<file path="src/rtl/rvd_pkg.sv">
// package with decode table, format codes and result type for the instruction decoder
package rvd_pkg;

	localparam int unsigned NumEntries = 126;
	localparam int unsigned IdxW = 7;
	localparam int unsigned AddrW = 64;
	localparam logic [11:0] NoKey = 12'hfff;

	typedef enum logic [2:0] {
		FMT_I  = 3'd0,
		FMT_S  = 3'd1,
		FMT_U  = 3'd2,
		FMT_UJ = 3'd3,
		FMT_SB = 3'd4,
		FMT_R  = 3'd5
	} fmt_t;

	typedef struct packed {
		logic [6:0]  opc;
		logic [2:0]  f3;
		fmt_t        fmt;
		logic [11:0] key;
		logic        keyed;
	} entry_t;

	typedef struct packed {
		logic             hit;
		logic [IdxW-1:0]  idx;
		fmt_t             fmt;
	} match_t;

	function automatic entry_t ent(input int o, input int f, input fmt_t k, input int key);
		entry_t e;
		e.opc = o[6:0];
		e.f3 = f[2:0];
		e.fmt = k;
		e.keyed = (key >= 0);
		e.key = (key >= 0) ? key[11:0] : NoKey;
		return e;
	endfunction

	function automatic entry_t table_entry(input int n);
		entry_t e;
		e = ent(0, 0, FMT_I, -1);
		unique case (n)
			0: e = ent(3,0,FMT_I,-1); 1: e = ent(3,1,FMT_I,-1); 2: e = ent(3,2,FMT_I,-1);
			3: e = ent(3,3,FMT_I,-1); 4: e = ent(3,4,FMT_I,-1); 5: e = ent(3,5,FMT_I,-1);
			6: e = ent(3,6,FMT_I,-1); 7: e = ent(3,7,FMT_I,-1);
			8: e = ent(15,0,FMT_I,-1); 9: e = ent(15,1,FMT_I,-1);
			10: e = ent(19,0,FMT_I,0); 11: e = ent(19,0,FMT_I,-1); 12: e = ent(19,1,FMT_R,0);
			13: e = ent(19,2,FMT_I,-1); 14: e = ent(19,3,FMT_I,-1); 15: e = ent(19,4,FMT_I,-1);
			16: e = ent(19,5,FMT_R,0); 17: e = ent(19,5,FMT_R,'h20);
			18: e = ent(19,6,FMT_I,-1); 19: e = ent(19,7,FMT_I,-1);
			20: e = ent(23,0,FMT_U,-1);
			21: e = ent(27,0,FMT_I,0); 22: e = ent(27,0,FMT_I,-1); 23: e = ent(27,1,FMT_R,0);
			24: e = ent(27,5,FMT_R,0); 25: e = ent(27,5,FMT_R,'h20);
			26: e = ent(35,0,FMT_S,-1); 27: e = ent(35,1,FMT_S,-1); 28: e = ent(35,2,FMT_S,-1);
			29: e = ent(35,3,FMT_S,-1); 30: e = ent(35,4,FMT_S,-1); 31: e = ent(35,5,FMT_S,-1);
			32: e = ent(35,6,FMT_S,-1); 33: e = ent(35,7,FMT_S,-1);
			34: e = ent(47,2,FMT_R,'h08); 35: e = ent(47,2,FMT_R,'h0c);
			36: e = ent(47,2,FMT_R,'h04); 37: e = ent(47,2,FMT_R,'h00);
			38: e = ent(47,2,FMT_R,'h10); 39: e = ent(47,2,FMT_R,'h30);
			40: e = ent(47,2,FMT_R,'h20); 41: e = ent(47,2,FMT_R,'h40);
			42: e = ent(47,2,FMT_R,'h50); 43: e = ent(47,2,FMT_R,'h60);
			44: e = ent(47,2,FMT_R,'h70);
			45: e = ent(47,2,FMT_R,'h08); 46: e = ent(47,2,FMT_R,'h0c);
			47: e = ent(47,2,FMT_R,'h06); 48: e = ent(47,2,FMT_R,'h02);
			49: e = ent(47,2,FMT_R,'h12); 50: e = ent(47,2,FMT_R,'h32);
			51: e = ent(47,2,FMT_R,'h22); 52: e = ent(47,2,FMT_R,'h42);
			53: e = ent(47,2,FMT_R,'h52); 54: e = ent(47,2,FMT_R,'h62);
			55: e = ent(47,2,FMT_R,'h72);
			56: e = ent(47,2,FMT_R,'h06); 57: e = ent(47,2,FMT_R,'h01);
			58: e = ent(47,2,FMT_R,'h11); 59: e = ent(47,2,FMT_R,'h31);
			60: e = ent(47,2,FMT_R,'h21); 61: e = ent(47,2,FMT_R,'h41);
			62: e = ent(47,2,FMT_R,'h51); 63: e = ent(47,2,FMT_R,'h61);
			64: e = ent(47,2,FMT_R,'h71);
			65: e = ent(47,3,FMT_R,'h04); 66: e = ent(47,3,FMT_R,'h00);
			67: e = ent(47,3,FMT_R,'h10); 68: e = ent(47,3,FMT_R,'h30);
			69: e = ent(47,3,FMT_R,'h20); 70: e = ent(47,3,FMT_R,'h40);
			71: e = ent(47,3,FMT_R,'h50); 72: e = ent(47,3,FMT_R,'h60);
			73: e = ent(47,3,FMT_R,'h70);
			74: e = ent(47,3,FMT_R,'h08); 75: e = ent(47,3,FMT_R,'h0c);
			76: e = ent(47,3,FMT_R,'h06); 77: e = ent(47,3,FMT_R,'h02);
			78: e = ent(47,3,FMT_R,'h12); 79: e = ent(47,3,FMT_R,'h32);
			80: e = ent(47,3,FMT_R,'h22); 81: e = ent(47,3,FMT_R,'h42);
			82: e = ent(47,3,FMT_R,'h52); 83: e = ent(47,3,FMT_R,'h62);
			84: e = ent(47,3,FMT_R,'h72);
			85: e = ent(47,3,FMT_R,'h06); 86: e = ent(47,3,FMT_R,'h01);
			87: e = ent(47,3,FMT_R,'h11); 88: e = ent(47,3,FMT_R,'h31);
			89: e = ent(47,3,FMT_R,'h21); 90: e = ent(47,3,FMT_R,'h41);
			91: e = ent(47,3,FMT_R,'h51); 92: e = ent(47,3,FMT_R,'h61);
			93: e = ent(47,3,FMT_R,'h71);
			94: e = ent(51,0,FMT_R,0); 95: e = ent(51,0,FMT_R,'h20); 96: e = ent(51,1,FMT_R,0);
			97: e = ent(51,2,FMT_R,0); 98: e = ent(51,3,FMT_R,0); 99: e = ent(51,4,FMT_R,0);
			100: e = ent(51,5,FMT_R,0); 101: e = ent(51,5,FMT_R,'h20);
			102: e = ent(51,6,FMT_R,0); 103: e = ent(51,7,FMT_R,0);
			104: e = ent(55,0,FMT_U,-1);
			105: e = ent(59,0,FMT_R,0); 106: e = ent(59,0,FMT_R,'h20); 107: e = ent(59,1,FMT_R,0);
			108: e = ent(59,5,FMT_R,0); 109: e = ent(59,5,FMT_R,'h20);
			110: e = ent(99,0,FMT_SB,-1); 111: e = ent(99,1,FMT_SB,-1);
			112: e = ent(99,4,FMT_SB,-1); 113: e = ent(99,5,FMT_SB,-1);
			114: e = ent(99,6,FMT_SB,-1); 115: e = ent(99,7,FMT_SB,-1);
			116: e = ent(103,0,FMT_I,-1); 117: e = ent(111,0,FMT_UJ,-1);
			118: e = ent(115,0,FMT_I,'h101); 119: e = ent(115,0,FMT_I,'h102);
			120: e = ent(115,2,FMT_I,'hc00); 121: e = ent(115,2,FMT_I,'hc80);
			122: e = ent(115,2,FMT_I,'hc01); 123: e = ent(115,2,FMT_I,'hc81);
			124: e = ent(115,2,FMT_I,'hc02); 125: e = ent(115,2,FMT_I,'hc82);
			default: e = ent(0, 0, FMT_I, -1);
		endcase
		return e;
	endfunction

endpackage

</file>
<file path="src/rtl/riscv_instruction_decoder.sv">
// top level of the instruction decoder: input register, decode logic, result register
// Decodes one RV64 instruction word per cycle, unless the output stalls, against a fixed
// 126-entry table; the first matching entry gives the mnemonic index, register fields and
// an immediate or branch/jump target. An accepted word is held in the input register and
// decoded combinationally from it, and its result is captured in the output register when
// that register is empty or being drained (two register stages), so throughput is one
// word per cycle while the output is not stalled; both registers advance together whenever
// the output register is empty or being drained, and a stalled output blocks the input
// only once the input register is also full.
module riscv_instruction_decoder import rvd_pkg::*; (
	input  logic            clk,
	input  logic            arst_n,
	input  logic            in_valid,
	output logic            in_ready,
	input  logic [31:0]     instr_word,
	input  logic [63:0]     instr_address,
	output logic            out_valid,
	input  logic            out_ready,
	output logic            matched,
	output logic [6:0]      mnemonic,
	output logic [4:0]      dest_reg,
	output logic [4:0]      src1_reg,
	output logic [4:0]      src2_reg,
	output logic [63:0]     operand_value
);

	logic        valid_s1;
	logic [31:0] word_s1;
	logic [63:0] addr_s1;
	logic        adv;
	match_t      m;
	logic [4:0]  rd, rs1, rs2;
	logic [63:0] val;

	assign adv = !out_valid || out_ready;
	assign in_ready = adv || !valid_s1;

	always_ff @(posedge clk or negedge arst_n) begin
		if (!arst_n) begin
			valid_s1 <= 1'b0;
		end else if (in_ready) begin
			valid_s1 <= in_valid;
		end
	end

	always_ff @(posedge clk) begin
		if (in_ready && in_valid) begin
			word_s1 <= instr_word;
			addr_s1 <= instr_address;
		end
	end

	rvd_match u_match (
		.word   (word_s1),
		.result (m)
	);

	rvd_fields u_fields (
		.word    (word_s1),
		.address (addr_s1),
		.sel     (m),
		.rd      (rd),
		.rs1     (rs1),
		.rs2     (rs2),
		.value   (val)
	);

	always_ff @(posedge clk or negedge arst_n) begin
		if (!arst_n) begin
			out_valid <= 1'b0;
		end else if (adv) begin
			out_valid <= valid_s1;
		end
	end

	always_ff @(posedge clk) begin
		if (adv && valid_s1) begin
			matched <= m.hit;
			mnemonic <= m.idx;
			dest_reg <= rd;
			src1_reg <= rs1;
			src2_reg <= rs2;
			operand_value <= val;
		end
	end

	a_no_match_zero: assert property (@(posedge clk) disable iff (!arst_n)
		out_valid && !matched |-> mnemonic == '0 && operand_value == '0 && dest_reg == '0)
		else $error("unmatched result carries nonzero fields");

	a_hold_stall: assert property (@(posedge clk) disable iff (!arst_n)
		out_valid && !out_ready |=> out_valid && $stable(mnemonic) && $stable(operand_value))
		else $error("stalled result changed");

	a_stage_moves: assert property (@(posedge clk) disable iff (!arst_n)
		valid_s1 && adv |=> out_valid)
		else $error("decoded word lost");

	a_ready_when_free: assert property (@(posedge clk) disable iff (!arst_n)
		!valid_s1 |-> in_ready)
		else $error("input blocked with empty stage");

endmodule

</file>
<file path="src/rtl/rvd_match.sv">
// table match: compares one word against every entry and picks the first hit
module rvd_match import rvd_pkg::*; (
	input  logic [31:0] word,
	output match_t      result
);

	logic [NumEntries-1:0] hits;
	fmt_t                  fmts [NumEntries];

	for (genvar n = 0; n < NumEntries; n++) begin : g_ent
		localparam entry_t E = table_entry(n);
		logic f3_ok;
		assign f3_ok = (word[14:12] == E.f3);
		assign fmts[n] = E.fmt;
		always_comb begin
			hits[n] = 1'b0;
			if (word[6:0] == E.opc) begin
				unique case (E.fmt)
					FMT_U, FMT_UJ: hits[n] = 1'b1;
					FMT_I: hits[n] = f3_ok && (!E.keyed || word[31:20] == E.key);
					FMT_S, FMT_SB: hits[n] = f3_ok;
					FMT_R: hits[n] = f3_ok && (word[31:25] == E.key[6:0]);
					default: hits[n] = 1'b0;
				endcase
			end
		end
	end

	// lowest index wins
	always_comb begin
		result = '0;
		for (int n = NumEntries - 1; n >= 0; n--) begin
			if (hits[n]) begin
				result.hit = 1'b1;
				result.idx = IdxW'(n);
				result.fmt = fmts[n];
			end
		end
	end

endmodule

</file>
<file path="src/rtl/rvd_fields.sv">
// field extraction and immediate or target formation for the matched format
module rvd_fields import rvd_pkg::*; (
	input  logic [31:0]      word,
	input  logic [AddrW-1:0] address,
	input  match_t           sel,
	output logic [4:0]       rd,
	output logic [4:0]       rs1,
	output logic [4:0]       rs2,
	output logic [AddrW-1:0] value
);

	logic [AddrW-1:0] imm_i, imm_s, imm_b, imm_j;

	assign imm_i = {{(AddrW-12){word[31]}}, word[31:20]};
	assign imm_s = {{(AddrW-12){word[31]}}, word[31:25], word[11:7]};
	assign imm_b = {{(AddrW-13){word[31]}}, word[31], word[7], word[30:25], word[11:8], 1'b0};
	assign imm_j = {{(AddrW-21){word[31]}}, word[31], word[19:12], word[20], word[30:21], 1'b0};

	always_comb begin
		rd = '0;
		rs1 = '0;
		rs2 = '0;
		value = '0;
		if (sel.hit) begin
			unique case (sel.fmt)
				FMT_I: begin
					rd = word[11:7];
					rs1 = word[19:15];
					value = imm_i;
				end
				FMT_S: begin
					rs1 = word[19:15];
					rs2 = word[24:20];
					value = imm_s;
				end
				FMT_U: begin
					rd = word[11:7];
					value = {{(AddrW-20){1'b0}}, word[31:12]};
				end
				FMT_UJ: value = address + imm_j;
				FMT_SB: begin
					rs1 = word[19:15];
					rs2 = word[24:20];
					value = address + imm_b;
				end
				FMT_R: begin
					rd = word[11:7];
					rs1 = word[19:15];
					rs2 = word[24:20];
				end
				default: value = '0;
			endcase
		end
	end

endmodule
</file>
<file path="config.mk">
export PLATFORM = sky130hd
export DESIGN_NAME = riscv_instruction_decoder
export DESIGN_NICKNAME = d
export VERILOG_FILES = /design/src/rtl/rvd_pkg.sv /design/src/rtl/riscv_instruction_decoder.sv /design/src/rtl/rvd_match.sv /design/src/rtl/rvd_fields.sv
export SDC_FILE = /design/constraint.sdc
export NUM_CORES = 1
export LEC_CHECK = 0
export BUFFER_PORTS_ARGS = -buffer_cell sky130_fd_sc_hd__buf_2
export CAP_MARGIN = 0
export CELL_PAD_IN_SITES_DETAIL_PLACEMENT = 1
export CELL_PAD_IN_SITES_GLOBAL_PLACEMENT = 2
export CORE_ASPECT_RATIO = 0.8
export CORE_MARGIN = 5
export CORE_UTILIZATION = 34
export CTS_BUF_LIST = sky130_fd_sc_hd__clkbuf_8
export CTS_CLUSTER_DIAMETER = 60
export DETAILED_ROUTE_END_ITERATION = 8
export HOLD_SLACK_MARGIN = 0.03
export MAX_ROUTING_LAYER = met4
export PLACE_DENSITY_LB_ADDON = 0.1
export SYNTH_ARGS = -nofsm -noshare
export SYNTH_HDL_FRONTEND = slang
export SYNTH_SLANG_ARGS = --single-unit
</file>
<file path="constraint.sdc">
create_clock -name clk -period 5.4 [get_ports clk]
set_input_delay 1.08 -clock clk [delete_from_list [all_inputs] [get_ports clk]]
set_output_delay 1.08 -clock clk [all_outputs]
set_load 0.02 [all_outputs]
</file>
==> metrics <==
run status complete, no violations; Placed Instances around 1800; DR pass1 iterations 5; Main synth FF type edfxtp_1; die area between 0.03 and 0.04 sq mm; Congestion Overflow GR 0; ys async rst share 0.0108; Clock Latency Late Sink a little over 0.5 ns; Worst Path Arrival between 5 and 6 ns; count leader, synth edfxtp_1; CTS root buf clkbuf_8; starting density of the core 0.342; Yosys top cell by area edfxtp_1; wire length per cell 24.0 microns; first-pass GRT wire length around 66000 microns; Post-CTS Hold Buffers 0; biggest regs addr_s1 (64), operand_value (64), word_s1 (32); H-tree levels 4; Lkg Pwr between 5 and 6 nW; vias in the first global route ~11000; Clock Sink Count roughly 190; Placement Rows 61; Netlist Area Pre-Place around 0.012 sq mm; TritonCTS clock tree done; required time of the critical path 5.65 ns; Critical Path Sink Type flop; area grow syn2layout 18.0%; synth top area cells edfxtp_1 (47%), ha_1 (7.1%), a21oi_1 (5.1%); CTS clk-pin slew, worst paths approximately 0.11 ns; core area around 0.034 sq mm; Final Hold Fails 0; n_diodes 0; design area 0.0139 sq mm; Post-synth EDFFs ~180; RR Endpoint operand_value[62]; Gate Count Post-Synth roughly 1200; vias around 10000; GRT Util Overall 0.232; Nets 1535; port buffer count around 190; syn_area_per_cell between 10 and 15 sq um; fin crit period between 5 and 6 ns; Startpoint Class flop; Clock Skew approximately 0.019 ns; GP Congestion between 0.9 and 1; peak supply drop approximately 0.16 mV; Hold WC Path Type in2async; Setup-failing EPs final 0; worst r2r path cells 19; Clock Tree Buf Depth 2; synthesized net count about 1300; Slew Limit Fails 0; commonest cells in the netlist edfxtp_1 (183), a21oi_1 (121), nand2_1 (113); number of vias per cell 5.63; worst reg2reg setup slack 0.28 ns; crit path max fanout 16; period utilization 0.948; Critical Path Source word_s1[1]; layout cells sized above 1 0.220; Max Cap Viol 0; Die Y 177 microns; Synth warnings 0; IO Count between 150 and 200; Seq/Total Area, Yosys 0.470; post-route ant nets 0; CP Class reg2reg; FF-to-FF Start word_s1[1]; Pwr Density around 270 mW/mm^2; Slew headroom 0.228; Peak Freq 0.195 GHz; Die X ~220 microns; actual slew at the worst max-slew pin roughly 1.2 ns; #FFs+latches synth approximately 190; setup TNS after final layout 0 ns; fin cells 1852; initial antenna violation count 0; DRC 0; largest net degree at the start of global routing 58; cts bufs inserted 17; Detail Placement HPWL 33200 microns; DP Area 0.0134 sq mm; top cell type's share of synthesized area 0.465; final WL between 40000 and 50000 microns; Yosys cell types 79; 1st-iter DRT viols ~900
-- how the worst max path moves through the flow --
stage	end	slack [ns]	depth (start not counted)
3_3_place_gp	operand_value[62]	0.15	17
6_report	operand_value[62]	0.28	19
5_1_grt	operand_value[62]	-0.04	19
2_1_floorplan	operand_value[59]	0.23	18
4_1_cts	operand_value[62]	0.04	17
3_5_place_dp	operand_value[62]	0.06	17
-- timing repair --
action | CTS | global route
gates resized for setup | 0 | 5
hold endpoints to repair | 0 | 0
setup buffers | 0 | 5
endpoints found under the setup margin | 0 | 10
-- cell families (layout without fill, tap and decap cells) --
| family | Yosys count | in the layout | share of synthesized area |
|---|---|---|---|
| muxes | 8 | 8 | 0.00731 |
| AOI/OAI and AO/OA | 391 | 391 | 0.213 |
| adders and majority gates | 69 | 69 | 0.0735 |
| xor gates and xnor gates | 57 | 57 | 0.0423 |
| and+or+nand+nor | 381 | 381 | 0.166 |
| buffers and inverters | 80 | 289 | 0.0285 |
| DFF | 185 | 185 | 0.470 |
-- critical path: stages, from the launching register on --
cell and delay [ns]:
edfxtp_1 0.44, nand2_1 0.09, or3_1 0.36, nor3_2 0.25, nand2_1 0.11, buf_4 0.23, mux2_2 0.29, ha_1 0.35
a21oi_1 0.19, o22ai_1 0.12, or4_1 0.49, a31o_2 0.32, a41oi_2 0.23, o41a_1 0.16, buf_4 0.15, a41oi_1 0.29
o21ai_2 0.33, o2111ai_1 0.17, mux2i_1 0.17, nand3_1 0.10
-- metrics by stage --
step	hold WS (ns)	util	setup WS (ns)	power, W
6_report	0.342	0.404	0.281	0.00372
5_1_grt	0.304	0.404	-0.0387	0.00390
4_1_cts	0.293	0.402	0.0351	0.00376
3_5_place_dp	0.485	0.389	0.0634	0.00265
3_3_place_gp	0.473	0.389	0.146	0.00265
2_1_floorplan	0.449	-	0.234	0.00234
-- cell usage in the layout, fill, tap and decap left out, types with 5 or more instances in the layout --
cell,synthesis,routed
a211o_1,6,6
or2_2,5,5
nor2_1,74,73
a31oi_1,14,14
a211oi_1,13,11
ha_1,67,67
o21ai_1,17,14
a22oi_1,10,10
mux2_2,5,5
and3_1,17,17
a21oi_1,121,120
or3_1,11,11
edfxtp_1,183,183
nor4_1,5,5
o21a_1,8,8
a21o_1,37,37
buf_4,1,43
inv_1,25,25
o21ai_2,7,8
nor2b_1,11,11
nand2b_1,18,18
xor2_1,24,24
and2_1,22,20
nand2_1,113,113
o211ai_1,11,11
a221oi_1,5,5
a222oi_1,11,11
o21bai_1,8,8
nand3_1,32,32
nor3b_1,12,12
and4_1,5,5
o22ai_1,10,10
clkbuf_8,0,17
buf_2,14,188
xnor2_1,33,33
nand4_1,12,12
nor3_1,25,24
o21ai_0,66,66
-- power breakdown --
group	total, W	leakage (nW)	internal (W)	switching [W]
Sequential	0.00176	1.82	0.00169	0.0000681
Clock	0.00109	0.219	0.000516	0.000578
Combinational	0.000870	3.48	0.000321	0.000549
-- layout make-up --
class / count / area [sq um]
Clock buffer: 17 / 234
Inverter: 25 / 93.8
Clock inverter: 15 / 213
Multi-Input combinational cell: 906 / 5980
Timing Repair Buffer: 232 / 1280
Fill cell: 3952 / 20600
Sequential cell: 185 / 5550
Tap cell: 472 / 591
-- metal layers --
layer	global-route usage	wire [microns]
met1	0.344	22000
met2	0.328	18500
met3	0.0496	3090
met4	0.0507	786
met5	-	0
No activity file was read; power rests on OpenSTA's default activity.
